### src/hw/rtl/smc_pkg.sv
// Shared types, codes and decode tables for the stack machine core.
// Used by every module of the core but smc_div; depends on nothing.
`default_nettype none

package smc_pkg;

  localparam int MEM_DEPTH   = 65536;
  localparam int MEM_AW      = $clog2(MEM_DEPTH);
  localparam int STACK_DEPTH = 256;
  localparam int DEV_DEPTH   = 256;

  // Machine status codes.
  localparam logic [2:0] ST_RUN   = 3'd0;
  localparam logic [2:0] ST_HALT  = 3'd1;
  localparam logic [2:0] ST_UNDER = 3'd2;
  localparam logic [2:0] ST_OVER  = 3'd3;
  localparam logic [2:0] ST_DIVZ  = 3'd4;

  // Item operations.
  localparam logic [1:0] IOP_MEM   = 2'd0;
  localparam logic [1:0] IOP_DEV   = 2'd1;
  localparam logic [1:0] IOP_START = 2'd2;
  localparam logic [1:0] IOP_EXEC  = 2'd3;

  // Instruction byte fields.
  localparam logic [7:0] OPC_MASK = 8'h1F;
  localparam int         BIT_SHORT = 5;
  localparam int         BIT_RET   = 6;
  localparam int         BIT_KEEP  = 7;

  // Opcodes (low five bits of the instruction byte).
  localparam logic [4:0] OP_LIT = 5'h00;
  localparam logic [4:0] OP_INC = 5'h01;
  localparam logic [4:0] OP_POP = 5'h02;
  localparam logic [4:0] OP_NIP = 5'h03;
  localparam logic [4:0] OP_SWP = 5'h04;
  localparam logic [4:0] OP_ROT = 5'h05;
  localparam logic [4:0] OP_DUP = 5'h06;
  localparam logic [4:0] OP_OVR = 5'h07;
  localparam logic [4:0] OP_EQU = 5'h08;
  localparam logic [4:0] OP_NEQ = 5'h09;
  localparam logic [4:0] OP_GTH = 5'h0A;
  localparam logic [4:0] OP_LTH = 5'h0B;
  localparam logic [4:0] OP_JMP = 5'h0C;
  localparam logic [4:0] OP_JCN = 5'h0D;
  localparam logic [4:0] OP_JSR = 5'h0E;
  localparam logic [4:0] OP_STH = 5'h0F;
  localparam logic [4:0] OP_LDZ = 5'h10;
  localparam logic [4:0] OP_STZ = 5'h11;
  localparam logic [4:0] OP_LDR = 5'h12;
  localparam logic [4:0] OP_STR = 5'h13;
  localparam logic [4:0] OP_LDA = 5'h14;
  localparam logic [4:0] OP_STA = 5'h15;
  localparam logic [4:0] OP_DEI = 5'h16;
  localparam logic [4:0] OP_DEO = 5'h17;
  localparam logic [4:0] OP_ADD = 5'h18;
  localparam logic [4:0] OP_SUB = 5'h19;
  localparam logic [4:0] OP_MUL = 5'h1A;
  localparam logic [4:0] OP_DIV = 5'h1B;
  localparam logic [4:0] OP_AND = 5'h1C;
  localparam logic [4:0] OP_ORA = 5'h1D;
  localparam logic [4:0] OP_EOR = 5'h1E;
  localparam logic [4:0] OP_SFT = 5'h1F;

  // Stack capacity limits for one-byte and two-byte pushes.
  localparam logic [7:0] PUSH_LIMIT1 = 8'd254;
  localparam logic [7:0] PUSH_LIMIT2 = 8'd253;

  // System ports that alias the stack pointers.
  localparam logic [7:0] PORT_DSP = 8'h02;
  localparam logic [7:0] PORT_RSP = 8'h03;

  // Push value sources.
  localparam logic [2:0] SRC_R0  = 3'd0;
  localparam logic [2:0] SRC_R1  = 3'd1;
  localparam logic [2:0] SRC_R2  = 3'd2;
  localparam logic [2:0] SRC_RES = 3'd3;
  localparam logic [2:0] SRC_PC  = 3'd4;

  // Read capture modes for the result register.
  localparam logic [1:0] CAP_NONE = 2'd0;
  localparam logic [1:0] CAP_BYTE = 2'd1;
  localparam logic [1:0] CAP_HI   = 2'd2;
  localparam logic [1:0] CAP_LO   = 2'd3;

  typedef struct packed {
    logic [1:0]  operation;
    logic [15:0] address;
    logic [7:0]  data;
  } item_t;

  typedef struct packed {
    logic [2:0]  status;
    logic [15:0] program_counter;
    logic        port_write_valid;
    logic [7:0]  port_number;
    logic [15:0] port_value;
    logic        port_wide;
  } result_t;

  typedef struct packed {
    logic       latch_in;
    logic       host_wr;
    logic       clr_step;
    logic       decode;
    logic       halt;
    logic       prep;
    logic       pop_rd;
    logic       pop_cap_lo;
    logic       pop_cap_hi;
    logic       pop_commit;
    logic [1:0] slot;
    logic       fault;
    logic [2:0] fault_code;
    logic       alu;
    logic       div_start;
    logic       div_take;
    logic       jump;
    logic       ea_load;
    logic       rd_pc;
    logic       rd_dev;
    logic       second;
    logic [1:0] cap;
    logic       mem_wr;
    logic       dev_wr;
    logic       wr_hi;
    logic       report;
    logic       push_wr;
    logic [2:0] push_src;
    logic       push_hi;
    logic       push_other;
    logic       lit_push;
    logic       out_load;
  } cmd_t;

  typedef struct packed {
    logic [7:0] ir;
    logic [7:0] k;
    logic [7:0] dsp;
    logic [7:0] rsp;
    logic       r0_zero;
    logic       r1_flag;
    logic       div_done;
    logic       clear_last;
    logic [1:0] item_op;
    logic       running;
    logic       out_free;
  } sts_t;

  function automatic logic [1:0] pop_count(input logic [4:0] o);
    logic [1:0] n;
    case (o) inside
      OP_LIT: n = 2'd0;
      OP_INC, OP_POP, OP_DUP, OP_JMP, OP_JSR, OP_STH,
      OP_LDZ, OP_LDR, OP_LDA, OP_DEI: n = 2'd1;
      OP_ROT: n = 2'd3;
      default: n = 2'd2;
    endcase
    return n;
  endfunction

  function automatic logic pop_wide(input logic [4:0] o, input logic [1:0] i,
                                    input logic wide);
    logic w;
    w = wide;
    if (i == 2'd0) begin
      case (o) inside
        OP_LDZ, OP_STZ, OP_LDR, OP_STR, OP_DEI, OP_DEO, OP_SFT: w = 1'b0;
        OP_LDA, OP_STA: w = 1'b1;
        default: w = wide;
      endcase
    end else if (i == 2'd1 && o == OP_JCN) begin
      w = 1'b0;
    end
    return w;
  endfunction

  function automatic logic [1:0] push_count(input logic [4:0] o);
    logic [1:0] n;
    case (o) inside
      OP_POP, OP_JMP, OP_JCN, OP_STZ, OP_STR, OP_STA, OP_DEO, OP_LIT: n = 2'd0;
      OP_SWP, OP_DUP: n = 2'd2;
      OP_ROT, OP_OVR: n = 2'd3;
      default: n = 2'd1;
    endcase
    return n;
  endfunction

  function automatic logic [2:0] push_src(input logic [4:0] o, input logic [1:0] j);
    logic [2:0] s;
    case (o) inside
      OP_NIP, OP_DUP, OP_STH: s = SRC_R0;
      OP_SWP: s = (j == 2'd0) ? SRC_R0 : SRC_R1;
      OP_ROT: s = (j == 2'd0) ? SRC_R1 : ((j == 2'd1) ? SRC_R0 : SRC_R2);
      OP_OVR: s = (j == 2'd1) ? SRC_R0 : SRC_R1;
      OP_JSR: s = SRC_PC;
      default: s = SRC_RES;
    endcase
    return s;
  endfunction

  function automatic logic push_wide(input logic [4:0] o, input logic wide);
    logic w;
    case (o) inside
      OP_EQU, OP_NEQ, OP_GTH, OP_LTH: w = 1'b0;
      OP_JSR: w = 1'b1;
      default: w = wide;
    endcase
    return w;
  endfunction

  function automatic logic push_other(input logic [4:0] o);
    return (o == OP_JSR) || (o == OP_STH);
  endfunction

endpackage

`default_nettype wire

### src/hw/rtl/smc_ctrl.sv
// Controller state machine of the stack machine core.
// Depends on smc_pkg; issues the command struct to smc_datapath and reads its status.
`default_nettype none

module smc_ctrl
  import smc_pkg::*;
(
  input  wire logic clk,
  input  wire logic rst,
  input  wire logic item_valid,
  input  wire sts_t sts,
  output cmd_t      cmd,
  output logic      ready
);

  localparam logic [4:0] S_CLEAR   = 5'd0;
  localparam logic [4:0] S_IDLE    = 5'd1;
  localparam logic [4:0] S_DISP    = 5'd2;
  localparam logic [4:0] S_FETCH   = 5'd3;
  localparam logic [4:0] S_DECODE  = 5'd4;
  localparam logic [4:0] S_PREP    = 5'd5;
  localparam logic [4:0] S_LIT     = 5'd6;
  localparam logic [4:0] S_LIT_P   = 5'd7;
  localparam logic [4:0] S_POP     = 5'd8;
  localparam logic [4:0] S_POP_B0  = 5'd9;
  localparam logic [4:0] S_POP_B1  = 5'd10;
  localparam logic [4:0] S_POP_END = 5'd11;
  localparam logic [4:0] S_EXEC    = 5'd12;
  localparam logic [4:0] S_DIVW    = 5'd13;
  localparam logic [4:0] S_LD_A    = 5'd14;
  localparam logic [4:0] S_LD_B    = 5'd15;
  localparam logic [4:0] S_LD_C    = 5'd16;
  localparam logic [4:0] S_ST_A    = 5'd17;
  localparam logic [4:0] S_ST_B    = 5'd18;
  localparam logic [4:0] S_PUSH    = 5'd19;
  localparam logic [4:0] S_PUSH_LO = 5'd20;
  localparam logic [4:0] S_DONE    = 5'd21;

  logic [4:0] state;
  logic [4:0] state_next;
  logic [1:0] i;
  logic [1:0] i_next;
  logic [1:0] j;
  logic [1:0] j_next;

  logic [4:0] op5;
  logic       wide;
  logic       ret;
  logic       pw_pop;
  logic [1:0] npop;
  logic [1:0] npush;
  logic       psw;
  logic       poth;
  logic [7:0] tp;
  logic [7:0] cur_p;

  assign op5   = sts.ir[4:0];
  assign wide  = sts.ir[BIT_SHORT];
  assign ret   = sts.ir[BIT_RET];
  assign pw_pop = pop_wide(op5, i, wide);
  assign npop  = pop_count(op5);
  assign npush = push_count(op5);
  assign psw   = push_wide(op5, wide);
  assign poth  = push_other(op5);
  assign tp    = (ret ^ poth) ? sts.rsp : sts.dsp;
  assign cur_p = ret ? sts.rsp : sts.dsp;
  assign ready = (state == S_IDLE);

  always_comb begin
    cmd        = '0;
    state_next = state;
    i_next     = i;
    j_next     = j;
    unique case (state)
      S_CLEAR: begin
        cmd.clr_step = 1'b1;
        if (sts.clear_last) begin
          state_next = S_IDLE;
        end
      end
      S_IDLE: begin
        if (item_valid) begin
          cmd.latch_in = 1'b1;
          state_next   = S_DISP;
        end
      end
      S_DISP: begin
        if (sts.item_op == IOP_EXEC) begin
          state_next = sts.running ? S_FETCH : S_DONE;
        end else begin
          cmd.host_wr = 1'b1;
          state_next  = S_DONE;
        end
      end
      S_FETCH: begin
        cmd.rd_pc  = 1'b1;
        state_next = S_DECODE;
      end
      S_DECODE: begin
        cmd.decode = 1'b1;
        state_next = S_PREP;
      end
      S_PREP: begin
        i_next = 2'd0;
        j_next = 2'd0;
        if (sts.ir == 8'd0) begin
          cmd.halt   = 1'b1;
          state_next = S_DONE;
        end else begin
          cmd.prep   = 1'b1;
          state_next = (op5 == OP_LIT) ? S_LIT : S_POP;
        end
      end
      S_LIT: begin
        cmd.rd_pc  = 1'b1;
        state_next = S_LIT_P;
      end
      S_LIT_P: begin
        if (cur_p > PUSH_LIMIT1) begin
          cmd.fault      = 1'b1;
          cmd.fault_code = ST_OVER;
          state_next     = S_DONE;
        end else begin
          cmd.lit_push = 1'b1;
          if (wide && j == 2'd0) begin
            j_next     = 2'd1;
            state_next = S_LIT;
          end else begin
            state_next = S_DONE;
          end
        end
      end
      S_POP: begin
        if (sts.k < (pw_pop ? 8'd2 : 8'd1)) begin
          cmd.fault      = 1'b1;
          cmd.fault_code = ST_UNDER;
          state_next     = S_DONE;
        end else begin
          cmd.pop_rd = 1'b1;
          state_next = S_POP_B0;
        end
      end
      S_POP_B0: begin
        cmd.pop_cap_lo = 1'b1;
        cmd.slot       = i;
        if (pw_pop) begin
          cmd.pop_rd = 1'b1;
          state_next = S_POP_B1;
        end else begin
          state_next = S_POP_END;
        end
      end
      S_POP_B1: begin
        cmd.pop_cap_hi = 1'b1;
        cmd.slot       = i;
        state_next     = S_POP_END;
      end
      S_POP_END: begin
        cmd.pop_commit = 1'b1;
        if (i == npop - 2'd1) begin
          i_next     = 2'd0;
          state_next = S_EXEC;
        end else begin
          i_next     = i + 2'd1;
          state_next = S_POP;
        end
      end
      S_EXEC: begin
        case (op5) inside
          OP_DIV: begin
            if (sts.r0_zero) begin
              cmd.fault      = 1'b1;
              cmd.fault_code = ST_DIVZ;
              state_next     = S_DONE;
            end else begin
              cmd.div_start = 1'b1;
              state_next    = S_DIVW;
            end
          end
          OP_JMP: begin
            cmd.jump   = 1'b1;
            state_next = S_DONE;
          end
          OP_JCN: begin
            cmd.jump   = sts.r1_flag;
            state_next = S_DONE;
          end
          OP_POP: state_next = S_DONE;
          OP_LDZ, OP_LDR, OP_LDA: begin
            cmd.ea_load = 1'b1;
            state_next  = S_LD_A;
          end
          OP_DEI: state_next = S_LD_A;
          OP_STZ, OP_STR, OP_STA: begin
            cmd.ea_load = 1'b1;
            state_next  = S_ST_A;
          end
          OP_DEO: state_next = S_ST_A;
          default: begin
            cmd.alu    = 1'b1;
            state_next = S_PUSH;
          end
        endcase
      end
      S_DIVW: begin
        if (sts.div_done) begin
          cmd.div_take = 1'b1;
          state_next   = S_PUSH;
        end
      end
      S_LD_A: begin
        cmd.rd_dev = (op5 == OP_DEI);
        state_next = S_LD_B;
      end
      S_LD_B: begin
        cmd.rd_dev = (op5 == OP_DEI);
        if (wide) begin
          cmd.cap    = CAP_HI;
          cmd.second = 1'b1;
          state_next = S_LD_C;
        end else begin
          cmd.cap    = CAP_BYTE;
          state_next = S_PUSH;
        end
      end
      S_LD_C: begin
        cmd.rd_dev = (op5 == OP_DEI);
        cmd.cap    = CAP_LO;
        state_next = S_PUSH;
      end
      S_ST_A: begin
        cmd.wr_hi = wide;
        if (op5 == OP_DEO) begin
          cmd.dev_wr = 1'b1;
          cmd.report = 1'b1;
        end else begin
          cmd.mem_wr = 1'b1;
        end
        state_next = wide ? S_ST_B : S_DONE;
      end
      S_ST_B: begin
        cmd.second = 1'b1;
        if (op5 == OP_DEO) begin
          cmd.dev_wr = 1'b1;
        end else begin
          cmd.mem_wr = 1'b1;
        end
        state_next = S_DONE;
      end
      S_PUSH, S_PUSH_LO: begin
        cmd.push_src   = push_src(op5, j);
        cmd.push_other = poth;
        if (state == S_PUSH && tp > (psw ? PUSH_LIMIT2 : PUSH_LIMIT1)) begin
          cmd.fault      = 1'b1;
          cmd.fault_code = ST_OVER;
          state_next     = S_DONE;
        end else begin
          cmd.push_wr = 1'b1;
          cmd.push_hi = (state == S_PUSH) && psw;
          if (state == S_PUSH && psw) begin
            state_next = S_PUSH_LO;
          end else if (j == npush - 2'd1) begin
            j_next     = 2'd0;
            cmd.jump   = (op5 == OP_JSR);
            state_next = S_DONE;
          end else begin
            j_next     = j + 2'd1;
            state_next = S_PUSH;
          end
        end
      end
      S_DONE: begin
        if (sts.out_free) begin
          cmd.out_load = 1'b1;
          state_next   = S_IDLE;
        end
      end
      default: state_next = S_IDLE;
    endcase
  end

  always_ff @(posedge clk) begin
    if (rst) begin
      state <= S_CLEAR;
      i     <= '0;
      j     <= '0;
    end else begin
      state <= state_next;
      i     <= i_next;
      j     <= j_next;
    end
  end

endmodule

`default_nettype wire

### config.mk
export PLATFORM = sky130hd
export DESIGN_NAME = smc_ctrl
export DESIGN_NICKNAME = d
export VERILOG_FILES = /design/src/hw/rtl/smc_pkg.sv /design/src/hw/rtl/smc_ctrl.sv
export SDC_FILE = /design/constraint.sdc
export NUM_CORES = 1
export LEC_CHECK = 0
export BUFFER_PORTS_ARGS = -buffer_cell sky130_fd_sc_hd__buf_2
export CAP_MARGIN = 20
export CORE_MARGIN = 2
export CORE_UTILIZATION = 30
export CTS_BUF_LIST = sky130_fd_sc_hd__clkbuf_4 sky130_fd_sc_hd__clkbuf_8 sky130_fd_sc_hd__clkbuf_16
export DETAILED_ROUTE_END_ITERATION = 8
export HOLD_SLACK_MARGIN = 0.02
export PLACE_DENSITY = 0.61
export SYNTH_ARGS = -nofsm -noshare
export SYNTH_HDL_FRONTEND = slang
export SYNTH_SLANG_ARGS = --single-unit
### constraint.sdc
create_clock -name clk -period 4.28 [get_ports clk]
set_input_delay 0.856 -clock clk [delete_from_list [all_inputs] [get_ports clk]]
set_output_delay 0.856 -clock clk [all_outputs]
set_load 0.05 [all_outputs]
==> results of run 1 <==
[registers in the layout, indices dropped and copies added (netlist names)]
| signal | count |
|---|---|
| state | 5 |
| i | 2 |
| j | 2 |
[critical path: cells and delay by family]
family,cells,cell delay (ns)
AND/OR/NAND/NOR,3,0.76
buffers and inverters,2,0.35
adder cells (fa/ha/maj),1,0.29
XOR/XNOR,1,0.17
AO/OA/AOI/OAI,4,0.45
multiplexers,1,0.35
[area by class of cell]
| type | count | area [µm²] |
|---|---|---|
| timing repair buffer | 95 | 510 |
| tap | 77 | 96.3 |
| fill | 696 | 3820 |
| sequential | 9 | 180 |
| multi-input combinational | 256 | 1690 |
| inverter | 11 | 41.3 |
| clock buffer | 4 | 48.8 |
[final timing paths]
kind,end,from,cells past startpoint,slack [ns]
setup reg to reg,state[4],i[1],12,1.79
setup / recovery,cmd[25],sts[36],12,0.19
hold reg to reg,i[1],i[1],2,0.51
hold / removal,i[1],i[1],2,0.51
[report_power, final]
part | leakage [nW] | switching (W) | internal [W]
clock | 0.0262 | 0.0000351 | 0.0000714
combinational | 1.03 | 0.000168 | 0.0000963
sequential | 0.0728 | 0.0000240 | 0.0000892
[metrics by stage]
stage	worst slack [ns]	std cells	hold slack [ns]	total power, W
after global placement	0.0922	448	0.497	0.000370
after CTS	0.0187	452	0.512	0.000480
final	0.187	452	0.510	0.000484
after floorplan	-0.0821	297	0.473	0.000296
after detailed placement	0.0261	448	0.506	0.000372
after global routing	0.0338	452	0.547	0.000516
[logic make-up (layout without fill, tap and decap cells)]
group,count (synthesis),count (layout),share of synthesized area (%)
AO/OA/AOI/OAI,89,89,31.5
XOR/XNOR,7,7,4.02
adder cells (fa/ha/maj),7,7,4.40
buffers and inverters,32,110,6.85
flip-flops,9,9,9.05
multiplexers,3,3,1.57
AND/OR/NAND/NOR,150,150,42.6
[layer usage]
metal	vias up	GRT usage, %
met1	1181	26.3
met3	10	2.63
li1	1276	-
met2	138	29.2
met4	0	6.35
met5	-	0
[cells in the final DEF (no fill, tap or decap), types with 5 or more instances in the layout]
master	n
sky130_fd_sc_hd__and3_1	5
sky130_fd_sc_hd__or2_2	5
sky130_fd_sc_hd__nor2b_1	12
sky130_fd_sc_hd__a21oi_1	15
sky130_fd_sc_hd__nor2_1	25
sky130_fd_sc_hd__ha_1	7
sky130_fd_sc_hd__buf_4	14
sky130_fd_sc_hd__xnor2_1	6
sky130_fd_sc_hd__nor4_1	6
sky130_fd_sc_hd__inv_1	11
sky130_fd_sc_hd__nand2_1	19
sky130_fd_sc_hd__dfxtp_1	9
sky130_fd_sc_hd__nor3b_1	6
sky130_fd_sc_hd__nand2b_1	12
sky130_fd_sc_hd__nand3b_1	5
sky130_fd_sc_hd__nand4_1	5
sky130_fd_sc_hd__buf_2	81
sky130_fd_sc_hd__nor3_1	20
sky130_fd_sc_hd__a211oi_1	7
sky130_fd_sc_hd__nand3_1	11
sky130_fd_sc_hd__o21ai_0	17
==> metrics.txt, run 1 <==
# TYPE chip_impl_metric gauge
chip_impl_info{name="synthMostInstantiatedCell",value="sky130_fd_sc_hd__nor2_1"} 1
chip_impl_metric{name="max_cap_viol_count",unit=""} 0
chip_impl_metric{name="syn_area",unit="µm²"} 1990
chip_impl_metric{name="synthDominantCellAreaShare",unit="%"} 9.05
chip_impl_metric{name="first_iter_violations",unit=""} 126
chip_impl_info{name="hold_class",value="flip-flop to flip-flop"} 1
chip_impl_metric{name="syn_nets",unit=""} 347
chip_impl_info{name="synth_ff_type",value="sky130_fd_sc_hd__dfxtp_1"} 1
chip_impl_metric{name="htreeDepth",unit=""} 1
chip_impl_metric{name="number_of_standard_cell_rows_in_the_floorplan",unit=""} 29
chip_impl_metric{name="final.period_utilization",unit="%"} 95.6
chip_impl_metric{name="synthToLayoutAreaGrowth",unit="%"} 29.0
chip_impl_metric{name="maxSlewViolCount",unit=""} 0
chip_impl_metric{name="globalRouteOverflowTotal",unit=""} 0
chip_impl_metric{name="layout.cell_area.non_filler",unit="µm²"} 2570
chip_impl_metric{name="die-area",unit="µm²"} 7310
chip_impl_metric{name="post_cts_buffers",unit=""} 0
chip_impl_metric{name="final_util",unit="%"} 40.2
chip_impl_metric{name="fp.coreArea",unit="µm²"} 6390
chip_impl_metric{name="hold_buffers",unit=""} 0
chip_impl_info{name="outcome",value="finished, final reports clean"} 1
chip_impl_metric{name="detailroute.wirelength.met2",unit="mm"} 3.26
chip_impl_metric{name="gp_congestion",unit=""} 0.983
chip_impl_metric{name="wire_length_of_the_first_global_routing_pass",unit="mm"} 11.1
chip_impl_metric{name="die_w",unit="µm"} 85.5
chip_impl_metric{name="crit_path_largest_cell_delay",unit="ns"} 0.35
chip_impl_metric{name="postCtsResizedCells",unit=""} 0
chip_impl_metric{name="relSlewSlack",unit="%"} 52.0
chip_impl_info{name="cp_cell_sequence",value="buf_2 -> nand4b_2 -> xor2_4 -> mux2_2 -> ha_1 -> nor2b_1 -> o21ai_2 -> nor4_4 -> o21ai_1 -> o21ai_2 -> a211o_2 -> buf_2"} 1
chip_impl_metric{name="vias_per_cell",unit=""} 5.76
chip_impl_info{name="highest-signal-layer",value="met4"} 1
chip_impl_metric{name="n_antenna_cell",unit=""} 0
chip_impl_metric{name="worst_pin_slew",unit="ns"} 0.720
chip_impl_metric{name="initial_core_util",unit="%"} 31.2
chip_impl_metric{name="vias",unit=""} 2605
chip_impl_metric{name="post_synth_inst_count",unit=""} 297
chip_impl_metric{name="grt_start_max_net_pins",unit=""} 24
chip_impl_metric{name="finalSetupTns",unit="ns"} 0
chip_impl_metric{name="finalNetCount",unit=""} 426
chip_impl_metric{name="finalHoldViolations",unit=""} 0
chip_impl_info{name="clock_tree_from_tritoncts",value="built"} 1
chip_impl_info{name="synth.cells.most_frequent",value="25 x sky130_fd_sc_hd__nor2_1, 20 x sky130_fd_sc_hd__nor3_1, 20 x sky130_fd_sc_hd__o21ai_0"} 1
chip_impl_metric{name="clk-insertion-delay-late",unit="ns"} 0.23
chip_impl_info{name="synth_largest_area_cell",value="sky130_fd_sc_hd__dfxtp_1"} 1
chip_impl_metric{name="global_route_usage_over_all_layers",unit="%"} 18.7
chip_impl_info{name="synth_area_leaders",value="sky130_fd_sc_hd__dfxtp_1 9.0%, sky130_fd_sc_hd__nor3_1 5.0%, sky130_fd_sc_hd__o21ai_0 5.0%, sky130_fd_sc_hd__nor2_1 4.7%, sky130_fd_sc_hd__ha_1 4.4%"} 1
chip_impl_metric{name="drc",unit=""} 0
chip_impl_metric{name="cp.arrival",unit="ns"} 3.24
chip_impl_metric{name="grt_antenna_before_repair",unit=""} 0
chip_impl_metric{name="static-leakage-power",unit="nW"} 1.13
chip_impl_metric{name="ys_seq_area_share",unit="%"} 9.05
chip_impl_metric{name="first_pass_iters",unit=""} 4
chip_impl_metric{name="die_y",unit="µm"} 85.5
chip_impl_metric{name="yosysWarningCount",unit=""} 0
chip_impl_metric{name="path_max_fanout",unit=""} 3
chip_impl_metric{name="routed_wl",unit="mm"} 7.15
chip_impl_info{name="worstSetupEndpointType",value="output port"} 1
chip_impl_metric{name="clock-sinks",unit=""} 9
chip_impl_info{name="timing.critical_path.slowest_stage_cell",value="sky130_fd_sc_hd__mux2_2"} 1
chip_impl_metric{name="ys_ff_latch",unit=""} 9
chip_impl_metric{name="final_period_minus_worst_setup_slack",unit="ns"} 4.09
chip_impl_metric{name="number_of_synthesized_flops_with_an_enable_pin",unit=""} 0
chip_impl_metric{name="hpwl",unit="mm"} 5.74
chip_impl_metric{name="post_synth.cell_area_avg",unit="µm²"} 6.71
chip_impl_metric{name="ios",unit=""} 82
chip_impl_metric{name="maxClockFrequency",unit="GHz"} 0.244
chip_impl_metric{name="met1_length",unit="mm"} 3.14
chip_impl_metric{name="numPortBuffers",unit=""} 81
chip_impl_metric{name="drive_above_1_share",unit="%"} 32.5
chip_impl_metric{name="clk_pin_slew_worst_paths",unit="ns"} 0.04
chip_impl_metric{name="yosysUniqueCellTypes",unit=""} 69
chip_impl_metric{name="cts_max_path_buffers",unit=""} 2
chip_impl_info{name="setup_repair_after_global_routing_missed_its_margin",value="no"} 1
chip_impl_metric{name="worstPathRequired",unit="ns"} 3.42
chip_impl_metric{name="met3_wirelength",unit="µm"} 588
chip_impl_metric{name="route.antenna.remaining_nets",unit=""} 0
chip_impl_metric{name="vias_in_the_first_global_route",unit=""} 2289
chip_impl_info{name="path_class",value="input pin to output port"} 1
chip_impl_metric{name="finalClockSkew",unit="ns"} 0.00546
chip_impl_metric{name="routedWlPerCell",unit="µm"} 15.8
chip_impl_metric{name="power_density",unit="nW/µm²"} 188
chip_impl_metric{name="ir_worst_vdd",unit="mV"} 0.195
chip_impl_metric{name="setup-violations-final",unit=""} 0
chip_impl_metric{name="synth-async-reset-ratio",unit="%"} 0
chip_impl_metric{name="cts_buffers",unit=""} 3
chip_impl_info{name="cts_root_buffer",value="sky130_fd_sc_hd__clkbuf_8"} 1
chip_impl_metric{name="detailed_place.area",unit="µm²"} 2520
chip_impl_info{name="worst_setup_path_start_kind",value="input pin"} 1
No activity file was read; power rests on OpenSTA's default activity.
==> run 2: changes to the inputs <==
--- a/config.mk
+++ b/config.mk
@@ -7,12 +7,14 @@
 export LEC_CHECK = 0
 export BUFFER_PORTS_ARGS = -buffer_cell sky130_fd_sc_hd__buf_2
 export CAP_MARGIN = 20
+export CELL_PAD_IN_SITES_DETAIL_PLACEMENT = 0
+export CELL_PAD_IN_SITES_GLOBAL_PLACEMENT = 1
 export CORE_MARGIN = 2
 export CORE_UTILIZATION = 30
 export CTS_BUF_LIST = sky130_fd_sc_hd__clkbuf_4 sky130_fd_sc_hd__clkbuf_8 sky130_fd_sc_hd__clkbuf_16
 export DETAILED_ROUTE_END_ITERATION = 8
 export HOLD_SLACK_MARGIN = 0.02
-export PLACE_DENSITY = 0.61
+export PLACE_DENSITY = 0.84
 export SYNTH_ARGS = -nofsm -noshare
 export SYNTH_HDL_FRONTEND = slang
 export SYNTH_SLANG_ARGS = --single-unit
==> constraint.sdc (replaced) <==
create_clock -name clk -period 3.5 [get_ports clk]
set_input_delay 0.7 -clock clk [delete_from_list [all_inputs] [get_ports clk]]
set_output_delay 0.7 -clock clk [all_outputs]
set_load 0.05 [all_outputs]
==> metrics.txt, run 2 (synthesized netlist as in run 1, its figures left out) <==
# TYPE chip_impl_metric gauge
chip_impl_metric{name="largest_register_ffs",unit=""} 5
chip_impl_info{name="clock_tree_from_tritoncts",value="built"} 1
chip_impl_metric{name="clock-sinks",unit=""} 9
chip_impl_info{name="highest-signal-layer",value="met4"} 1
chip_impl_metric{name="power.switching",unit="W"} 0.000289
chip_impl_metric{name="first_iter_violations",unit=""} 162
chip_impl_metric{name="detailed_place.area",unit="µm²"} 2720
chip_impl_metric{name="met1_length",unit="mm"} 3.40
chip_impl_info{name="max_flop_register",value="state"} 1
chip_impl_metric{name="worstPathRequired",unit="ns"} 2.80
chip_impl_metric{name="maxClockFrequency",unit="GHz"} 0.281
chip_impl_info{name="hold_class",value="flip-flop to flip-flop"} 1
chip_impl_metric{name="number_of_standard_cell_rows_in_the_floorplan",unit=""} 29
chip_impl_metric{name="multi_input_area",unit="µm²"} 1780
chip_impl_metric{name="crit_path_largest_cell_delay",unit="ns"} 0.33
chip_impl_metric{name="drive_above_1_share",unit="%"} 37.9
chip_impl_metric{name="routedWlPerCell",unit="µm"} 16.2
chip_impl_metric{name="ios",unit=""} 82
chip_impl_metric{name="grt_start_max_net_pins",unit=""} 24
chip_impl_metric{name="relSlewSlack",unit="%"} 52.1
chip_impl_metric{name="hold_buffers",unit=""} 0
chip_impl_metric{name="met3_wirelength",unit="µm"} 472
chip_impl_metric{name="cp.arrival",unit="ns"} 2.85
chip_impl_info{name="outcome",value="finished, violations left"} 1
chip_impl_metric{name="grt_antenna_before_repair",unit=""} 0
chip_impl_metric{name="global_route_usage_over_all_layers",unit="%"} 20.4
chip_impl_metric{name="worst_pin_slew",unit="ns"} 0.718
chip_impl_info{name="failed_checks",value="setup timing"} 1
chip_impl_metric{name="ir_worst_vdd",unit="mV"} 0.268
chip_impl_metric{name="seqPwrFrac",unit="%"} 21.3
chip_impl_metric{name="drc",unit=""} 0
chip_impl_metric{name="die_w",unit="µm"} 85.5
chip_impl_metric{name="finalHoldViolations",unit=""} 0
chip_impl_metric{name="power.clock.fraction",unit="%"} 20.7
chip_impl_metric{name="route.antenna.remaining_nets",unit=""} 0
chip_impl_info{name="layout_commonest_cell",value="sky130_fd_sc_hd__buf_2"} 1
chip_impl_metric{name="finalSetupTns",unit="ns"} -0.0921
chip_impl_metric{name="numPortBuffers",unit=""} 81
chip_impl_info{name="cell_family_with_most_cp_delay",value="compound AO/OA/AOI/OAI gates"} 1
chip_impl_metric{name="globalRouteOverflowTotal",unit=""} 0
chip_impl_info{name="holdCritStartpoint",value="i[0]"} 1
chip_impl_metric{name="vias",unit=""} 2660
chip_impl_metric{name="vias_per_cell",unit=""} 5.62
chip_impl_metric{name="fp.coreArea",unit="µm²"} 6390
chip_impl_metric{name="clk-insertion-delay-late",unit="ns"} 0.23
chip_impl_metric{name="setup-violations-final",unit=""} 2
chip_impl_metric{name="gp_congestion",unit=""} 0.951
chip_impl_metric{name="final.period_utilization",unit="%"} 102
chip_impl_info{name="cp-startpoint",value="sts[36]"} 1
chip_impl_metric{name="power_density",unit="nW/µm²"} 220
chip_impl_metric{name="htreeDepth",unit=""} 1
chip_impl_info{name="worstReg2RegStart",value="i[0]"} 1
chip_impl_info{name="cp_cell_sequence",value="buf_6 -> nand4b_4 -> xor2_4 -> mux2_4 -> ha_4 -> nor2b_4 -> o2111a_1 -> o21ai_2 -> o21ai_4 -> a211o_4 -> buf_8"} 1
chip_impl_metric{name="wire_length_of_the_first_global_routing_pass",unit="mm"} 12.2
chip_impl_metric{name="area.sequential",unit="µm²"} 180
chip_impl_metric{name="finalClockSkew",unit="ns"} 0.00359
chip_impl_info{name="path_class",value="input pin to output port"} 1
chip_impl_info{name="worstSetupEndpointType",value="output port"} 1
chip_impl_info{name="cts_root_buffer",value="sky130_fd_sc_hd__clkbuf_8"} 1
chip_impl_metric{name="swShare",unit="%"} 45.8
chip_impl_metric{name="cts_buffers",unit=""} 3
chip_impl_metric{name="first_pass_iters",unit=""} 4
chip_impl_metric{name="detailroute.wirelength.met2",unit="mm"} 3.63
chip_impl_info{name="timing.critical_path.slowest_stage_cell",value="sky130_fd_sc_hd__mux2_4"} 1
chip_impl_metric{name="maxSlewViolCount",unit=""} 0
chip_impl_metric{name="initial_core_util",unit="%"} 31.2
chip_impl_metric{name="finalNetCount",unit=""} 447
chip_impl_metric{name="path_buf_inv",unit=""} 2
chip_impl_metric{name="n_antenna_cell",unit=""} 0
chip_impl_metric{name="fin_ws",unit="ns"} -0.0529
chip_impl_metric{name="fillers",unit=""} 655
chip_impl_metric{name="synthToLayoutAreaGrowth",unit="%"} 44.0
chip_impl_metric{name="die-area",unit="µm²"} 7310
chip_impl_metric{name="max_cap_viol_count",unit=""} 0
chip_impl_metric{name="hpwl",unit="mm"} 6.17
chip_impl_metric{name="static-leakage-power",unit="nW"} 1.26
chip_impl_metric{name="vias_in_the_first_global_route",unit=""} 2514
chip_impl_metric{name="pwr-share-comb",unit="%"} 58.0
chip_impl_metric{name="path_max_fanout",unit=""} 3
chip_impl_info{name="worst_setup_path_start_kind",value="input pin"} 1
chip_impl_metric{name="routed_wl",unit="mm"} 7.66
chip_impl_metric{name="internal_power",unit="W"} 0.000343
chip_impl_metric{name="cts_max_path_buffers",unit=""} 2
chip_impl_metric{name="final_period_minus_worst_setup_slack",unit="ns"} 3.55
chip_impl_metric{name="layout.cell_area.non_filler",unit="µm²"} 2870
chip_impl_metric{name="die_y",unit="µm"} 85.5
chip_impl_info{name="biggest_regs",value="state (5), i (2), j (2)"} 1
chip_impl_info{name="final_cell_mix",value="71 x sky130_fd_sc_hd__buf_2, 38 x sky130_fd_sc_hd__buf_4, 25 x sky130_fd_sc_hd__nor2_1, 20 x sky130_fd_sc_hd__nor3_1, 19 x sky130_fd_sc_hd__nand2_1"} 1
chip_impl_info{name="setup_repair_after_global_routing_missed_its_margin",value="yes"} 1
chip_impl_metric{name="clk_pin_slew_worst_paths",unit="ns"} 0.04
[run 2: path summary, 6_finish.rpt]
path,endpoint,slack [ns],cells past startpoint
max,cmd[25],-0.05,11
min,i[0],0.50,2
max reg2reg,state[4],1.13,12
min reg2reg,i[0],0.50,2
[run 2: worst reg2reg max path, delay by kind of cell, from the launching register on]
kind                       cells  cell delay, ns
AOI/OAI and AO/OA              3            0.54
adders and majority gates      2            0.49
buffers and inverters          3            0.38
DFF                            1            0.36
and+or+nand+nor                4            0.52
[run 2: repair_timing]
action / in CTS / in global routing
setup endpoints to repair: 5 / 6
pin swaps: 5 / 3
endpoints found under the hold margin: 0 / 0
gates resized for setup: 16 / 6
buffers inserted: 0 / 3
[run 2: routing by layer]
metal / vias up / track usage (%)
met5: - / 0
met4: 0 / 4.62
met3: 11 / 2.04
met2: 129 / 35.1
met1: 1197 / 27.5
li1: 1323 / -
[run 2: power groups by stage]
stage / combinational (W) / clock (W) / sequential (W)
after floorplan: 0.000256 / 0 / 0.000115
after global routing: 0.000398 / 0.000135 / 0.000137
after detailed placement: 0.000348 / 0 / 0.000135
after global placement: 0.000344 / 0 / 0.000135
final: 0.000366 / 0.000131 / 0.000135
after CTS: 0.000356 / 0.000130 / 0.000133
[run 2: area by class of cell]
class	instances	area share, %
Clock buffer	4	1.70
Inverter	11	1.44
Multi-Input combinational cell	256	61.9
Sequential cell	9	6.28
Tap cell	77	3.36
Timing Repair Buffer	116	25.3
[run 2: stage by stage]
| stage | instances | setup slack, ns | total power (W) | hold WS [ns] | util [%] |
|---|---|---|---|---|---|
| after floorplan | 297 | -0.203 | 0.000371 | 0.473 | - |
| after global placement | 466 | -0.198 | 0.000479 | 0.501 | 42.6 |
| after detailed placement | 466 | -0.235 | 0.000484 | 0.497 | 42.6 |
| after CTS | 470 | -0.0634 | 0.000619 | 0.503 | 44.2 |
| after global routing | 473 | -0.148 | 0.000670 | 0.539 | 44.9 |
| final | 473 | -0.0529 | 0.000632 | 0.505 | 44.9 |
